$ cat config.mk
export PLATFORM = sky130hd
export DESIGN_NAME = spam_table
export DESIGN_NICKNAME = d
export VERILOG_FILES = /design/src/hdl/spam_pkg.sv /design/src/hdl/spam_table.sv
export SDC_FILE = /design/constraint.sdc
export NUM_CORES = 1
export LEC_CHECK = 0
export ABC_AREA = 1
export BUFFER_PORTS_ARGS = -buffer_cell sky130_fd_sc_hd__buf_4
export CORE_ASPECT_RATIO = 0.7
export CORE_UTILIZATION = 50
export DETAILED_ROUTE_END_ITERATION = 12
export PLACE_DENSITY = 0.78
export SYNTH_ARGS = -nofsm -noshare
export SYNTH_HDL_FRONTEND = slang
export SYNTH_SLANG_ARGS = --single-unit
export TNS_END_PERCENT = 50
$ cat constraint.sdc
create_clock -name i_clk -period 9.5 [get_ports i_clk]
set_input_delay 0 -clock i_clk [delete_from_list [all_inputs] [get_ports i_clk]]
set_output_delay 0 -clock i_clk [all_outputs]
set_load 0.1 [all_outputs]
$ cat src/hdl/spam_pkg.sv
`timescale 1ns / 1ps
// ----------------------------------------------------------------------------
// spam_pkg: shared types and constants
// Operation and status codes, field widths and the control/status structs
// between the sequencer and the sorted term tables.
// ----------------------------------------------------------------------------
package spam_pkg;

    localparam int OPERAND_TERMS_DEF = 8;
    localparam int RESULT_TERMS_DEF  = 64;

    localparam int OP_W   = 3;
    localparam int TCW    = 16;   // loaded coefficient width
    localparam int TEW    = 8;    // loaded exponent width
    localparam int RCW    = 38;   // result coefficient width
    localparam int REW    = 9;    // result exponent width
    localparam int PRW    = 32;   // product width
    localparam int STAT_W = 2;

    localparam logic [OP_W-1:0] OP_LOAD_A = 3'd0;
    localparam logic [OP_W-1:0] OP_LOAD_B = 3'd1;
    localparam logic [OP_W-1:0] OP_ADD    = 3'd2;
    localparam logic [OP_W-1:0] OP_MUL    = 3'd3;
    localparam logic [OP_W-1:0] OP_CLEAR  = 3'd4;

    localparam logic [STAT_W-1:0] ST_OK    = 2'd0;
    localparam logic [STAT_W-1:0] ST_OVF   = 2'd1;
    localparam logic [STAT_W-1:0] ST_EMPTY = 2'd2;

    typedef struct packed {
        logic merge;
        logic clear;
    } t_tbl_ctl;

    typedef struct packed {
        logic busy;
        logic done;
        logic dropped;
    } t_tbl_sts;

endpackage

$ cat src/hdl/spam_table.sv
`timescale 1ns / 1ps
// ----------------------------------------------------------------------------
// spam_table: sorted term table
// Keeps terms in descending exponent order in a small memory; a merge scans
// for the slot, then adds with saturation into an equal exponent, shifts entries
// up to insert, or shifts them down to remove a zero sum.
// ----------------------------------------------------------------------------
module spam_table import spam_pkg::*; #(
    parameter int DEPTH = OPERAND_TERMS_DEF,
    parameter int EW    = TEW,
    parameter int CW    = TCW,
    localparam int AW   = (DEPTH > 1) ? $clog2(DEPTH) : 1,
    localparam int NW   = $clog2(DEPTH + 1)
) (
    input  logic                 i_clk,
    input  logic                 i_rst_n,
    input  t_tbl_ctl             i_ctl,
    input  logic signed [EW-1:0] i_exp,
    input  logic signed [CW-1:0] i_coef,
    input  logic        [AW-1:0] i_addr,
    output logic signed [EW-1:0] o_exp,
    output logic signed [CW-1:0] o_coef,
    output logic        [NW-1:0] o_count,
    output t_tbl_sts             o_sts
);

    localparam logic [2:0] S_IDLE = 3'd0;
    localparam logic [2:0] S_RD   = 3'd1;
    localparam logic [2:0] S_CMP  = 3'd2;
    localparam logic [2:0] S_UPRD = 3'd3;
    localparam logic [2:0] S_UPWR = 3'd4;
    localparam logic [2:0] S_DNRD = 3'd5;
    localparam logic [2:0] S_DNWR = 3'd6;

    localparam logic signed [CW-1:0] C_MAX = {1'b0, {(CW-1){1'b1}}};
    localparam logic signed [CW-1:0] C_MIN = {1'b1, {(CW-1){1'b0}}};

    logic signed [EW-1:0] ex_mem [DEPTH];
    logic signed [CW-1:0] co_mem [DEPTH];

    logic [2:0]           r_state, n_state;
    logic [NW-1:0]        r_cnt, n_cnt;
    logic [NW-1:0]        r_i, n_i;
    logic [NW-1:0]        r_k, n_k;
    logic signed [EW-1:0] r_e, n_e;
    logic signed [CW-1:0] r_c, n_c;
    logic                 r_done, n_done;
    logic                 r_drop, n_drop;

    logic                 w_we;
    logic [AW-1:0]        w_waddr;
    logic [AW-1:0]        w_raddr;
    logic signed [EW-1:0] w_wex;
    logic signed [CW-1:0] w_wco;
    logic signed [CW:0]   w_sum;
    logic signed [CW-1:0] w_sat;
    logic                 w_full;

    assign w_sum  = {o_coef[CW-1], o_coef} + {r_c[CW-1], r_c};
    assign w_full = (r_cnt >= NW'(DEPTH));

    always_comb begin
        if (w_sum[CW] != w_sum[CW-1]) begin
            w_sat = w_sum[CW] ? C_MIN : C_MAX;
        end else begin
            w_sat = w_sum[CW-1:0];
        end
    end

    always_comb begin
        n_state = r_state;
        n_cnt   = r_cnt;
        n_i     = r_i;
        n_k     = r_k;
        n_e     = r_e;
        n_c     = r_c;
        n_done  = 1'b0;
        n_drop  = 1'b0;
        w_we    = 1'b0;
        w_waddr = r_i[AW-1:0];
        w_wex   = r_e;
        w_wco   = r_c;
        w_raddr = i_addr;
        unique case (r_state)
            S_IDLE: begin
                if (i_ctl.clear) begin
                    n_cnt = '0;
                end else if (i_ctl.merge) begin
                    n_e     = i_exp;
                    n_c     = i_coef;
                    n_i     = '0;
                    n_state = S_RD;
                end
            end
            S_RD: begin
                w_raddr = r_i[AW-1:0];
                n_state = S_CMP;
            end
            S_CMP: begin
                w_raddr = r_i[AW-1:0];
                if (r_i >= r_cnt) begin
                    // slot past the last entry
                    n_state = S_IDLE;
                    n_done  = 1'b1;
                    if (w_full) begin
                        n_drop = 1'b1;
                    end else begin
                        w_we  = 1'b1;
                        n_cnt = r_cnt + NW'(1);
                    end
                end else if (o_exp > r_e) begin
                    n_i     = r_i + NW'(1);
                    n_state = S_RD;
                end else if (o_exp == r_e) begin
                    if (w_sat == '0) begin
                        n_k     = r_i;
                        n_state = S_DNRD;
                    end else begin
                        w_we    = 1'b1;
                        w_wex   = o_exp;
                        w_wco   = w_sat;
                        n_state = S_IDLE;
                        n_done  = 1'b1;
                    end
                end else if (w_full) begin
                    n_drop  = 1'b1;
                    n_done  = 1'b1;
                    n_state = S_IDLE;
                end else begin
                    n_k     = r_cnt;
                    n_state = S_UPRD;
                end
            end
            S_UPRD: begin
                if (r_k == r_i) begin
                    w_we    = 1'b1;
                    n_cnt   = r_cnt + NW'(1);
                    n_done  = 1'b1;
                    n_state = S_IDLE;
                end else begin
                    w_raddr = AW'(r_k - NW'(1));
                    n_state = S_UPWR;
                end
            end
            S_UPWR: begin
                w_we    = 1'b1;
                w_waddr = r_k[AW-1:0];
                w_wex   = o_exp;
                w_wco   = o_coef;
                n_k     = r_k - NW'(1);
                n_state = S_UPRD;
            end
            S_DNRD: begin
                if ((r_k + NW'(1)) >= r_cnt) begin
                    n_cnt   = r_cnt - NW'(1);
                    n_done  = 1'b1;
                    n_state = S_IDLE;
                end else begin
                    w_raddr = AW'(r_k + NW'(1));
                    n_state = S_DNWR;
                end
            end
            S_DNWR: begin
                w_we    = 1'b1;
                w_waddr = r_k[AW-1:0];
                w_wex   = o_exp;
                w_wco   = o_coef;
                n_k     = r_k + NW'(1);
                n_state = S_DNRD;
            end
            default: n_state = S_IDLE;
        endcase
    end

    always_ff @(posedge i_clk) begin
        if (w_we) begin
            ex_mem[w_waddr] <= w_wex;
            co_mem[w_waddr] <= w_wco;
        end
        o_exp  <= ex_mem[w_raddr];
        o_coef <= co_mem[w_raddr];
    end

    always_ff @(posedge i_clk) begin
        if (!i_rst_n) begin
            r_state <= S_IDLE;
            r_cnt   <= '0;
            r_done  <= 1'b0;
            r_drop  <= 1'b0;
        end else begin
            r_state <= n_state;
            r_cnt   <= n_cnt;
            r_done  <= n_done;
            r_drop  <= n_drop;
        end
        r_i <= n_i;
        r_k <= n_k;
        r_e <= n_e;
        r_c <= n_c;
    end

    assign o_count      = r_cnt;
    assign o_sts.busy    = (r_state != S_IDLE);
    assign o_sts.done    = r_done;
    assign o_sts.dropped = r_drop;

endmodule

# Word level (Yosys, flattened, before mapping)
# Memories as Yosys holds them, arrays and structs flattened. A register that Yosys moved wholly into a read port is not among the register bits.
# Cells that the tools add are included.
# W data, S select, Z words.
[classes]
n_addsub = 6
n_lt_le_gt_ge = 4
eq_ne = 21
n_mux = 61
n_bitwise = 1
n_reduce_logical = 14
[ops]
columns = ["cell", "count"]
rows = [
  ["$mux W16", 6],
  ["$mux W4", 14],
  ["$mux W3", 11],
  ["$mux W8", 4],
  ["$pmux W16 S2", 1],
  ["$pmux W3 S7", 1],
  ["$ne A2 B2 Y1 const B", 10],
  ["$add A16 B16 Y17", 1],
  ["$logic_not A16 Y1", 1],
  ["$mux W1", 16],
  ["$pmux W4 S4", 1],
  ["$pmux W8 S2", 1],
  ["$add A4 B1 Y4 const B", 3],
  ["$pmux W4 S3", 1],
  ["$reduce_and A5 Y1", 2],
  ["$eq A3 B3 Y1 const B", 3],
  ["$pmux W3 S3", 1],
  ["$eq A8 B8 Y1", 1],
  ["$ge A4 B4 Y1", 2],
  ["$gt A8 B8 Y1", 1],
  ["$pmux W4 S2", 1],
  ["$sub A4 B1 Y4 const B", 2],
  ["$eq A3 B2 Y1 const B", 2],
  ["$ne A3 B3 Y1 const B", 2],
  ["other kinds (15)", 19],
]
[totals]
ff_bits = 41
mem_bits_rw = 192
inputBits = 31
out_inout_bits = 31
wordCells = 117
n_memories = 2
[mem_list]
columns = ["memory", "words", "word_bits", "read_ports", "rd_clocked_by_memory_dff", "write_ports", "line", "source"]
rows = [
  ["co_mem", 8, 16, 1, 1, 1, "spam_table.sv:39", "logic signed [CW-1:0] co_mem [DEPTH];"],
  ["ex_mem", 8, 8, 1, 1, 1, "spam_table.sv:38", "logic signed [EW-1:0] ex_mem [DEPTH];"],
]

# Logic depth before layout (Yosys ltp)
# Gate-level depths: netlist of the first run.
[depth]
word_depth = 11
mapped_depth = 25
depth_no_buf = 23

# Least setup slack after synthesis of the first run
# Ideal clock, no wire load.
[synth_path]
path_type = "reg-to-reg"
from = "reg o_coef[0], read port of co_mem"
to = "mem co_mem[0][0] in the netlist's numbering (enable)"
setup_time_ns = 0.379
arrival_ns = 3.778
t_required_ns = 9.121
path_slack_ns = 5.343
path_stages_with_launch = 24
synth_period_minus_slack_ns = 4.157
cell_sequence = "dfxtp_1 > ha_1 > inv_1 > fa_1 > inv_1 > nand2_1 > nand2_1 > nand3_1 > nand2_1 > nand2_1 > nand2_1 > nand2_2 > nand2_4 > nand2_4 > buf_6 > a21oi_1 > inv_1 > nand4_1 > nor2_2 > nand2_4 > nand3_1 > nand3b_2 > nand2_1 > inv_1"
[synth_between]
elab_chain_cells = 11
[synth_lines]
columns = ["item", "line", "source"]
rows = [
  ["start, declared", "spam_table.sv:22", "output logic signed [CW-1:0] o_coef,"],
  ["$add A16 B16 Y17 *", "spam_table.sv:59", "assign w_sum = {o_coef[CW-1], o_coef} + {r_c[CW-1], r_c};"],
  ["$mux W16 / $ne A1 B1 Y1 (equally long branches)", "spam_table.sv:64, spam_table.sv:63", ""],
  ["$mux W16 *", "spam_table.sv:63", "if (w_sum[CW] != w_sum[CW-1]) begin"],
  ["$logic_not A16 Y1 *", "spam_table.sv:115", "if (w_sat == '0) begin"],
  ["$mux W1 *", "spam_table.sv:115", ""],
  ["$mux W1 *", "spam_table.sv:114", "end else if (o_exp == r_e) begin"],
  ["$mux W1 *", "spam_table.sv:111", "end else if (o_exp > r_e) begin"],
  ["$mux W1 *", "spam_table.sv:101", "if (r_i >= r_cnt) begin"],
  ["$pmux W1 S3 *", "spam_table.sv:84", "unique case (r_state)"],
  ["$mux W1 *", "spam_table.sv:176", "if (w_we) begin"],
  ["$mux W1 (not written as such) *", "spam_table.sv:178", "co_mem[w_waddr] <= w_wco;"],
  ["end, declared", "spam_table.sv:39", ""],
]
# Mark *: on every way between the ends. The rest lies on a longest branch, timed or not.

# Worst setup path in the final report of the first run
[layout_path]
from = "reg r_k[0]"
to = "reg o_coef[6], read port of co_mem"
[layout_between]
elab_chain_cells = 4
[layout_lines]
columns = ["item", "line", "source"]
rows = [
  ["start, declared", "spam_table.sv:44", "logic [NW-1:0] r_k, n_k;"],
  ["start signal, assigned", "spam_table.sv:197", "r_k <= n_k;"],
  ["$add A4 B1 Y4", "spam_table.sv:154", "if ((r_k + NW'(1)) >= r_cnt) begin"],
  ["$ge A4 B4 Y1", "spam_table.sv:154", ""],
  ["$mux W3", "spam_table.sv:154", ""],
  ["$pmux W3 S3 *", "spam_table.sv:84", ""],
]
# Marks and branches as above.
# A chain may end at the register's enable or synchronous reset.

==> results.sh, run 1 <==
export IMPL_outcome="complete, no violations"
export IMPL_min_to="r_c[15]"
export IMPL_yosys_warnings=0
export IMPL_finalSetupViolCount=0
export IMPL_hp_class="in2reg"
export IMPL_grt_overflow_total=0
export IMPL_setup_tns_ns=0
export IMPL_synth_top_cell_by_area="edfxtp_1"
export IMPL_r2r_setup_slack_ns=4.85
export IMPL_cpMaxStageDelayCell="inv_2"
export IMPL_ios=62
export IMPL_hold_violations=0
export IMPL_rsz0062_at_grt="false"
export IMPL_fin_nets=1466
export IMPL_cts_max_level=1
export IMPL_syn_to_final_growth_pct=13.7
export IMPL_port_buffers=61
export IMPL_fp_dieW_um=192
export IMPL_cts_clk_slew_worst_paths_ns=0.06
export IMPL_finalClockSkew_ns=0.0124
export IMPL_fmax_ghz=0.215
export IMPL_crit_arrival_ns=5.13
export IMPL_syn_nets=1395
export IMPL_clock_sinks=257
export IMPL_die_y_um=135
export IMPL_drc=0
export IMPL_dp_cells=1668
export IMPL_r2r_end="o_coef[6]"
export IMPL_path_max_fanout=51
export IMPL_final_cells=1740
export IMPL_grt_max_degree=74
export IMPL_dpl_hpwl_mm=20.7
export IMPL_slew_violations=0
export IMPL_synth_area_per_cell_um2=9.55
export IMPL_rr_startpoint="r_k[0]"
export IMPL_drt_wl_total_mm=32.7
export IMPL_rows=48
export IMPL_ys_ff_latch=257
export IMPL_dr_pass1_iters=5
export IMPL_hold_path_startpoint="i_ctl[0]"
export IMPL_synthTopCellsByArea="edfxtp_1 (53%), nand2_1 (7.4%), o21ai_0 (5.5%)"
export IMPL_netlist_area_mm2=0.0126
export IMPL_netlist_instances=1325
export IMPL_pre_cts_ws_ns=5.06
export IMPL_antenna_found_initial=1
export IMPL_critical_path_top_delay_family="buffers and inverters"
export IMPL_grtUsageTotal=0.254
export IMPL_max_cap_violations=0
export IMPL_clkLatencyLatePin_ns=0.54
export IMPL_cts_made_buffers=25
export IMPL_clock_root_buffer="clkbuf_16"
export IMPL_finalInstanceArea_mm2=0.0144
export IMPL_crit_type="reg2reg"
export IMPL_wl_per_cell_um=18.8
export IMPL_place_gp_congestion=0.940
export IMPL_async_flop_share=0
export IMPL_dr_first_iter_drc_count=1255
export IMPL_ctsResizeCount=0
export IMPL_layout_drive_gt1_share=0.0976
export IMPL_slew_headroom=0.166
export IMPL_path_buf_inv=4
export IMPL_grt_pass1_wl_mm=50.8
export IMPL_worst_slack_ns=4.85
export IMPL_startpoint_type="flop"
export IMPL_grt_pass1_vias=9398
export IMPL_initial_core_util=0.511
export IMPL_placed_cell_area_mm2=0.0134
export IMPL_max_vdd_ir_drop_mv=0.265
export IMPL_required_ns=9.98
export IMPL_synth_edf_count=224
export IMPL_ff2ff_path_depth=18
export IMPL_cts_tree="built"
export IMPL_worstSetupEndpointType="flop"
export IMPL_ant_nets=0
export IMPL_vias_per_cell=5.77
export IMPL_slowest_delay_ns=0.58
export IMPL_power_leakage_nw=5.91
export IMPL_seq_area_frac_synth=0.584
export IMPL_holdPathStages=3
export IMPL_cts_buffer_depth=3
export IMPL_yosysUniqueCellTypes=47
export IMPL_die_area_mm2=0.0259
export IMPL_fin_util=0.581
export IMPL_vias=10000
export IMPL_finalCritPeriodShare=0.489
export IMPL_core_mm2=0.0247
export IMPL_powerDensity_mw_per_mm2=294
export IMPL_period_minus_slack_ns=4.65
export IMPL_fillerInstances=2034
export IMPL_crit_chain="inv_1 -> ha_1 -> ha_1 -> a21boi_0 -> o21ai_0 -> nand2_1 -> a21oi_1 -> o21ai_0 -> inv_1 -> o21ai_1 -> nand2_1 -> nand2_4 -> inv_2 -> buf_4 -> nor2_1 -> o21ai_0 -> nand3_1 -> nand2_1"
export IMPL_netlist_top_cells_count="nand2_1 (250), edfxtp_1 (224), inv_1 (160)"
export IMPL_worstMarginPinSlew_ns=1.25
export IMPL_yosysMostFrequentCell="nand2_1"
export IMPL_ys_flop_type="edfxtp_1"
export IMPL_synth_top_area_share=0.532
[final cells by class]
type / count / area (µm²) / area share
Sequential cell: 257 / 7390 / 0.514
Multi-Input combinational cell: 844 / 4380 / 0.305
Timing Repair Buffer: 102 / 831 / 0.0578
Clock buffer: 33 / 666 / 0.0463
Inverter: 166 / 623 / 0.0433
Tap cell: 325 / 407 / 0.0283
Clock inverter: 12 / 77.6 / 0.00540
Antenna cell: 1 / 2.50 / 0.000174
[metrics by stage]
| step | power [mW] | hold slack, ns |
|---|---|---|
| finish | 4.22 | 0.0559 |
| global route | 4.44 | 0.0671 |
| CTS | 4.20 | 0.0468 |
| detailed placement | 3.27 | 0.180 |
| global placement | 3.24 | 0.179 |
| floorplan | 2.83 | 0.0989 |
[sequential cells by signal (all words and copies together), names as in the netlist]
name     cells
r_done       1
r_drop       1
o_exp        8
r_e          8
r_c         16
r_state      3
r_k          4
o_coef      16
ex_mem      64
o_count      4
co_mem     128
r_i          4
[routing by layer]
| layer | up-vias | routed length, µm | track usage |
|---|---|---|---|
| li1 | 4700 | - | - |
| met1 | 4698 | 13600 | 0.367 |
| met3 | 61 | 3880 | 0.0507 |
| met5 | - | 0 | 0 |
| met4 | 0 | 883 | 0.0770 |
| met2 | 573 | 14300 | 0.387 |
[worst register-to-register path, cell delays in order, from the launching register on]
cell and delay, ns:
edfxtp_1 0.45, inv_1 0.22, ha_1 0.33, ha_1 0.29, a21boi_0 0.12, o21ai_0 0.18, nand2_1 0.08, a21oi_1 0.36
o21ai_0 0.13, inv_1 0.10, o21ai_1 0.13, nand2_1 0.13, nand2_4 0.28, inv_2 0.62, buf_4 0.52, nor2_1 0.11
o21ai_0 0.32, nand3_1 0.13, nand2_1 0.12
[cell families (layout without fill, tap and decap cells)]
| group | count (synthesis) | in the layout | synth area share |
|---|---|---|---|
| AO/OA/AOI/OAI | 273 | 273 | 0.118 |
| XOR/XNOR | 15 | 15 | 0.0104 |
| adder cells (fa/ha/maj) | 39 | 39 | 0.0398 |
| buffers and inverters | 224 | 313 | 0.0720 |
| flip-flops | 257 | 257 | 0.584 |
| other | 0 | 1 | 0 |
| AND/OR/NAND/NOR | 517 | 517 | 0.176 |
[cells in the final DEF, fill, tap and decap left out, types with 26 or more instances in the layout]
master	Yosys	final
dlygate4sd3_1	0	26
ha_1	37	37
edfxtp_1	224	224
inv_1	160	160
nand2_1	250	248
o21ai_0	139	139
nand3_1	99	99
a21oi_1	57	57
nor2_1	121	120
dfxtp_1	33	33
buf_4	3	76
o22ai_1	33	33
[worst max path at each step]
stage / start / to / slack, ns / cells past startpoint
final: r_k[0] / o_coef[6] / 4.85 / 18
after detailed placement: r_k[0] / o_coef[1] / 5.06 / 18
after CTS: r_k[0] / o_coef[6] / 4.97 / 18
after global routing: r_k[0] / o_coef[6] / 4.53 / 18
after floorplan: o_coef[0] / co_mem[0][0] / 5.34 / 23
after global placement: r_k[0] / o_coef[1] / 5.09 / 18
[what timing repair did]
action | CTS | global route
buffers inserted | 0 | 0
endpoints found under the hold margin | 33 | 0
hold buffers | 26 | 0
[report_power, final]
group | internal [mW] | switching, mW | leakage (nW) | total (mW)
Combinational | 0.473 | 1.37 | 3.24 | 1.84
Sequential | 1.35 | 0.106 | 2.30 | 1.46
Clock | 0.496 | 0.425 | 0.359 | 0.922
No activity file was read; power rests on OpenSTA's default activity.
==> run 2: changes to the inputs <==
--- a/config.mk
+++ b/config.mk
@@ -10,7 +10,7 @@
 export CORE_ASPECT_RATIO = 0.7
 export CORE_UTILIZATION = 50
 export DETAILED_ROUTE_END_ITERATION = 12
-export PLACE_DENSITY = 0.78
+export PLACE_DENSITY = 0.81
 export SYNTH_ARGS = -nofsm -noshare
 export SYNTH_HDL_FRONTEND = slang
 export SYNTH_SLANG_ARGS = --single-unit
==> constraint.sdc (replaced) <==
create_clock -name i_clk -period 4 [get_ports i_clk]
set_input_delay 0 -clock i_clk [delete_from_list [all_inputs] [get_ports i_clk]]
set_output_delay 0 -clock i_clk [all_outputs]
set_load 0.1 [all_outputs]
==> run 2 against run 1 <==
Against the previous run: register-to-register slack worse by 4.6 ns; wire length is 4.5% higher; core utilization is 2.0 points higher; global-route usage is 0.79 points higher; clock power grew to 2.7 times the previous value; cell area is 3.4% higher; non-clock buffer count is 21 higher; critical endpoint is now co_mem[6][6]; highest routed layer unchanged.
==> results.sh, run 2 (synthesis results as in run 1) <==
export IMPL_layout_commonest_cell="nand2_1"
export IMPL_powerDensity_mw_per_mm2=708
export IMPL_place_gp_congestion=0.933
export IMPL_clkLatencyLatePin_ns=0.54
export IMPL_dpl_hpwl_mm=22.1
export IMPL_layout_drive_gt1_share=0.122
export IMPL_worstMarginPinSlew_ns=1.00
export IMPL_regMostFlops="co_mem"
export IMPL_rows=48
export IMPL_hold_violations=0
export IMPL_dr_pass1_iters=9
export IMPL_clock_sinks=257
export IMPL_dr_first_iter_drc_count=1265
export IMPL_setup_tns_ns=0
export IMPL_finalClockSkew_ns=0.0152
export IMPL_syn_to_final_growth_pct=17.5
export IMPL_max_cap_violations=0
export IMPL_grt_pass1_vias=9734
export IMPL_core_mm2=0.0247
export IMPL_placed_cell_area_mm2=0.0136
export IMPL_cts_tree="built"
export IMPL_required_ns=4.19
export IMPL_period_minus_slack_ns=3.72
export IMPL_antenna_found_initial=0
export IMPL_fp_dieW_um=192
export IMPL_rsz0062_at_grt="false"
export IMPL_vias_per_cell=5.84
export IMPL_slew_headroom=0.328
export IMPL_largest_reg_flops=128
export IMPL_grt_overflow_total=0
export IMPL_hp_class="in2reg"
export IMPL_finalSetupViolCount=0
export IMPL_initial_core_util=0.511
export IMPL_grt_pass1_wl_mm=52.4
export IMPL_worstSetupEndpointType="flop"
export IMPL_outcome="complete, no violations"
export IMPL_fin_nets=1489
export IMPL_wl_per_cell_um=19.4
export IMPL_grtUsageTotal=0.262
export IMPL_antenna_cells=0
export IMPL_slew_violations=0
export IMPL_grtUsageMet1=0.373
export IMPL_finalInstanceArea_mm2=0.0149
export IMPL_die_y_um=135
export IMPL_vias=10300
export IMPL_ios=62
export IMPL_port_buffers=61
export IMPL_cts_max_level=1
export IMPL_pre_cts_ws_ns=0.0853
export IMPL_worst_slack_ns=0.282
export IMPL_final_cell_mix="nand2_1 (248), edfxtp_1 (224), inv_1 (160), o21ai_0 (139), nor2_1 (119)"
export IMPL_final_cells=1764
export IMPL_drc=0
export IMPL_power_mw=10.5
export IMPL_met2_usage=0.414
export IMPL_crit_arrival_ns=3.91
export IMPL_fmax_ghz=0.269
export IMPL_dp_cells=1686
export IMPL_finalCritPeriodShare=0.929
export IMPL_cts_clk_slew_worst_paths_ns=0.07
export IMPL_startpoint_type="flop"
export IMPL_cts_made_buffers=26
export IMPL_reg_top3="co_mem: 128 flops, ex_mem: 64 flops"
export IMPL_crit_type="reg2reg"
export IMPL_busiest_layer="met2"
export IMPL_grt_max_degree=49
export IMPL_power_leakage_nw=6.13
export IMPL_cts_buffer_depth=3
export IMPL_grt_use_met3=0.0348
export IMPL_max_vdd_ir_drop_mv=0.733
export IMPL_die_area_mm2=0.0259
export IMPL_clock_root_buffer="clkbuf_16"
export IMPL_path_max_fanout=16
export IMPL_ant_nets=0
export IMPL_drt_wl_total_mm=34.2
==> run 2: changes by cell type in the layout (fill, tap and decap cells not counted), moves of 3 or more <==
cell,previous run,this run
buf_12,0,11
buf_4,76,86
clkinv_1,6,0
bufinv_16,0,3
clkbuf_8,1,4
==> run 2: final cells by class <==
type	count	area [µm²]
Sequential cell	257	7390
Fill cell	1941	9880
Inverter	166	623
Timing Repair Buffer	123	1130
Clock inverter	11	151
Clock buffer	37	732
Multi-Input combinational cell	845	4430
Tap cell	325	407
==> run 2: repair_timing <==
item,CTS,global route
endpoints found under the setup margin,0,384
hold buffers,26,0
setup buffers,0,3
gates resized for setup,0,9
hold endpoints to repair,33,0
==> run 2: through the flow <==
step	hold WS [ns]	util
2_1_floorplan	0.0989	-
4_1_cts	0.0113	0.598
6_report	0.0204	0.601
3_3_place_gp	0.179	0.552
3_5_place_dp	0.179	0.552
5_1_grt	0.0560	0.601
==> run 2: worst max-delay path, stage by stage, from the launching register on <==
cell and delay [ns]:
edfxtp_1 0.39, ha_2 0.23, inv_1 0.06, fa_1 0.39, inv_1 0.07, nand2_1 0.04
nand2_1 0.10, nand3_1 0.08, nand2_1 0.13, nand2_1 0.11, nand3_1 0.12, nand2_4 0.09
nand2_4 0.16, nand2_1 0.12, o21ai_1 0.19, nand3_1 0.15, nor2_4 0.17, nand2_4 0.15
nand2_4 0.19, nand2_1 0.07, nand3_1 0.07, nand3_1 0.26
==> run 2: worst paths after layout <==
check | start | slack, ns | end | depth (start not counted)
worst min register to register | r_state[2] | 0.60 | r_state[0] | 2
worst min-delay path | i_addr[2] | 0.02 | o_coef[11] | 4
worst max register to register | r_c[0] | 0.28 | co_mem[6][6] | 21
worst max-delay path | r_c[0] | 0.28 | co_mem[6][6] | 21
==> run 2: where the power goes <==
| group | switching, mW | leakage, nW | internal (mW) |
|---|---|---|---|
| sequential | 0.237 | 2.30 | 3.22 |
| clock | 1.04 | 0.431 | 1.48 |
| combinational | 3.34 | 3.39 | 1.21 |
| total | 4.62 | 6.13 | 5.90 |
==> run 2: metal layers <==
metal,share of wire,up-vias
met1,0.42,4862
met5,0,-
met2,0.46,616
met3,0.10,88
li1,-,4735
met4,0.025,0
==> run 3: changes to the inputs <==
--- a/config.mk
+++ b/config.mk
@@ -10,7 +10,7 @@
 export CORE_ASPECT_RATIO = 0.7
 export CORE_UTILIZATION = 50
 export DETAILED_ROUTE_END_ITERATION = 12
-export PLACE_DENSITY = 0.81
+export PLACE_DENSITY_LB_ADDON = 0.05
 export SYNTH_ARGS = -nofsm -noshare
 export SYNTH_HDL_FRONTEND = slang
 export SYNTH_SLANG_ARGS = --single-unit
==> run 3 against run 2 <==
Against the previous run: clock-buffer cell count fell by 2; non-clock buffer count fell by 5; largest power group unchanged; combinational power fell by 2%.
==> results.sh, run 3 (synthesis results as in run 1) <==
export IMPL_outcome="complete, no violations"
export IMPL_power_mw=10.4
export IMPL_drt_wl_total_mm=33.3
export IMPL_holdWs_ns=0.0587
export IMPL_fin_util=0.595
export IMPL_ios=62
export IMPL_fin_nets=1483
export IMPL_antenna_found_initial=0
export IMPL_swShare=0.439
export IMPL_rr_startpoint="r_c[0]"
export IMPL_core_mm2=0.0247
export IMPL_combPwrFrac=0.430
export IMPL_grt_overflow_total=0
export IMPL_dr_first_iter_drc_count=926
export IMPL_layout_commonest_cell="nand2_1"
export IMPL_die_y_um=135
export IMPL_place_gp_congestion=0.898
export IMPL_dpl_hpwl_mm=21.8
export IMPL_finalSetupViolCount=0
export IMPL_final_cell_mix="nand2_1 (247), edfxtp_1 (224), inv_1 (160), o21ai_0 (139), nor2_1 (119)"
export IMPL_regMostFlops="co_mem"
export IMPL_powerDensity_mw_per_mm2=703
export IMPL_cts_clk_slew_worst_paths_ns=0.06
export IMPL_port_buffers=61
export IMPL_max_cap_violations=0
export IMPL_crit_arrival_ns=3.89
export IMPL_power_frac_seq=0.335
export IMPL_clock_sinks=257
export IMPL_hold_violations=0
export IMPL_p_int_mw=5.81
export IMPL_finalCritPeriodShare=0.929
export IMPL_power_leakage_nw=6.09
export IMPL_startpoint_type="flop"
export IMPL_layout_drive_gt1_share=0.117
export IMPL_cts_buffer_depth=3
export IMPL_slowest_delay_ns=0.39
export IMPL_ff2ff_path_depth=23
export IMPL_cts_max_level=1
export IMPL_holdPathStages=3
export IMPL_grt_pass1_vias=8714
export IMPL_syn_to_final_growth_pct=16.4
export IMPL_dp_cells=1684
export IMPL_rows=48
export IMPL_worstMarginPinSlew_ns=1.13
export IMPL_hold_path_startpoint="i_ctl[0]"
export IMPL_required_ns=4.18
export IMPL_vias_per_cell=5.53
export IMPL_wl_per_cell_um=19.0
export IMPL_finalInstanceArea_mm2=0.0147
export IMPL_die_area_mm2=0.0259
export IMPL_fillerInstances=2188
export IMPL_clkLatencyLatePin_ns=0.54
export IMPL_crit_type="reg2reg"
export IMPL_finalClockSkew_ns=0.0126
export IMPL_crit_chain="ha_1 -> inv_1 -> fa_1 -> inv_1 -> nand2_1 -> nand2_1 -> nand3_1 -> nand2_1 -> nand2_1 -> nand2_1 -> nand2_2 -> nand2_4 -> nand2_4 -> a21oi_1 -> inv_1 -> nand3b_1 -> nor2_1 -> nand2_4 -> nand3_1 -> nand3b_2 -> nand2_1 -> inv_1 -> buf_4"
export IMPL_cts_made_buffers=26
export IMPL_final_cells=1758
export IMPL_fmax_ghz=0.269
export IMPL_seq_area_mm2=0.00739
export IMPL_cts_tree="built"
export IMPL_antenna_cells=0
export IMPL_max_vdd_ir_drop_mv=0.743
export IMPL_largest_reg_flops=128
export IMPL_crit_path_start="r_c[0]"
export IMPL_initial_core_util=0.511
export IMPL_worstSetupEndpointType="flop"
export IMPL_critPathMostFrequentCell="nand2_1"
export IMPL_cpMaxStageDelayCell="fa_1"
export IMPL_fp_dieW_um=192
export IMPL_placed_cell_area_mm2=0.0136
export IMPL_dr_pass1_iters=5
export IMPL_hp_class="in2reg"
export IMPL_clock_root_buffer="clkbuf_16"
export IMPL_grt_max_degree=71
export IMPL_grtUsageTotal=0.258
export IMPL_period_minus_slack_ns=3.72
export IMPL_vias=9726
export IMPL_grt_pass1_wl_mm=50.2
export IMPL_switchingPower_mw=4.54
export IMPL_drc=0
export IMPL_slew_violations=0
export IMPL_path_max_fanout=24
export IMPL_clkPwrFrac=0.235
export IMPL_multi_input_area_mm2=0.00441
export IMPL_reg_top3="co_mem: 128 flops, ex_mem: 64 flops"
export IMPL_post_cts_buffers=0
export IMPL_slew_headroom=0.247
export IMPL_ant_nets=0
==> run 3: through the flow <==
stage	setup slack (ns)	TNS (ns)
floorplan	0.127	0
global placement	0.382	0
detailed placement	0.257	0
CTS	0.248	0
global route	-0.00902	-0.0560
finish	0.285	0
==> run 3: cell type report <==
class / instances / share of cell area
Clock buffer: 35 / 0.0500
Clock inverter: 13 / 0.00799
Inverter: 166 / 0.0423
Multi-Input combinational cell: 844 / 0.299
Sequential cell: 257 / 0.502
Tap cell: 325 / 0.0276
Timing Repair Buffer: 118 / 0.0708
==> run 3: routing by layer <==
metal,up-vias,GRT usage,part of all wire
met2,353,0.379,0.43
met1,4596,0.400,0.48
met5,-,0,0
met3,41,0.0377,0.068
li1,4736,-,-
met4,0,0.0612,0.018
==> run 3: power groups by stage <==
stage	combinational, mW	clock (mW)	sequential, mW
floorplan	2.34	0	4.38
global placement	4.34	0	3.52
detailed placement	4.35	0	3.52
CTS	4.40	2.48	3.46
global route	4.85	2.57	3.48
finish	4.45	2.44	3.47
==> run 3: critical path: cells and delay by family, from the launching register on <==
family | cells | cell delay, ns
DFF | 1 | 0.38
AOI/OAI and AO/OA | 1 | 0.20
and+or+nand+nor | 15 | 1.46
buffers and inverters | 5 | 0.64
adders and majority gates | 2 | 0.62
==> run 3: timing repair <==
item,4_1_cts,5_1_grt
hold endpoints to repair,33,0
endpoints found under the setup margin,0,190
gates resized for setup,0,6
hold buffers,26,0
==> run 3: final timing paths <==
path / to / slack, ns
worst max-delay path: co_mem[4][9] / 0.28
worst min register to register: r_state[0] / 0.59
worst max register to register: co_mem[4][9] / 0.28
worst min-delay path: r_c[12] / 0.06
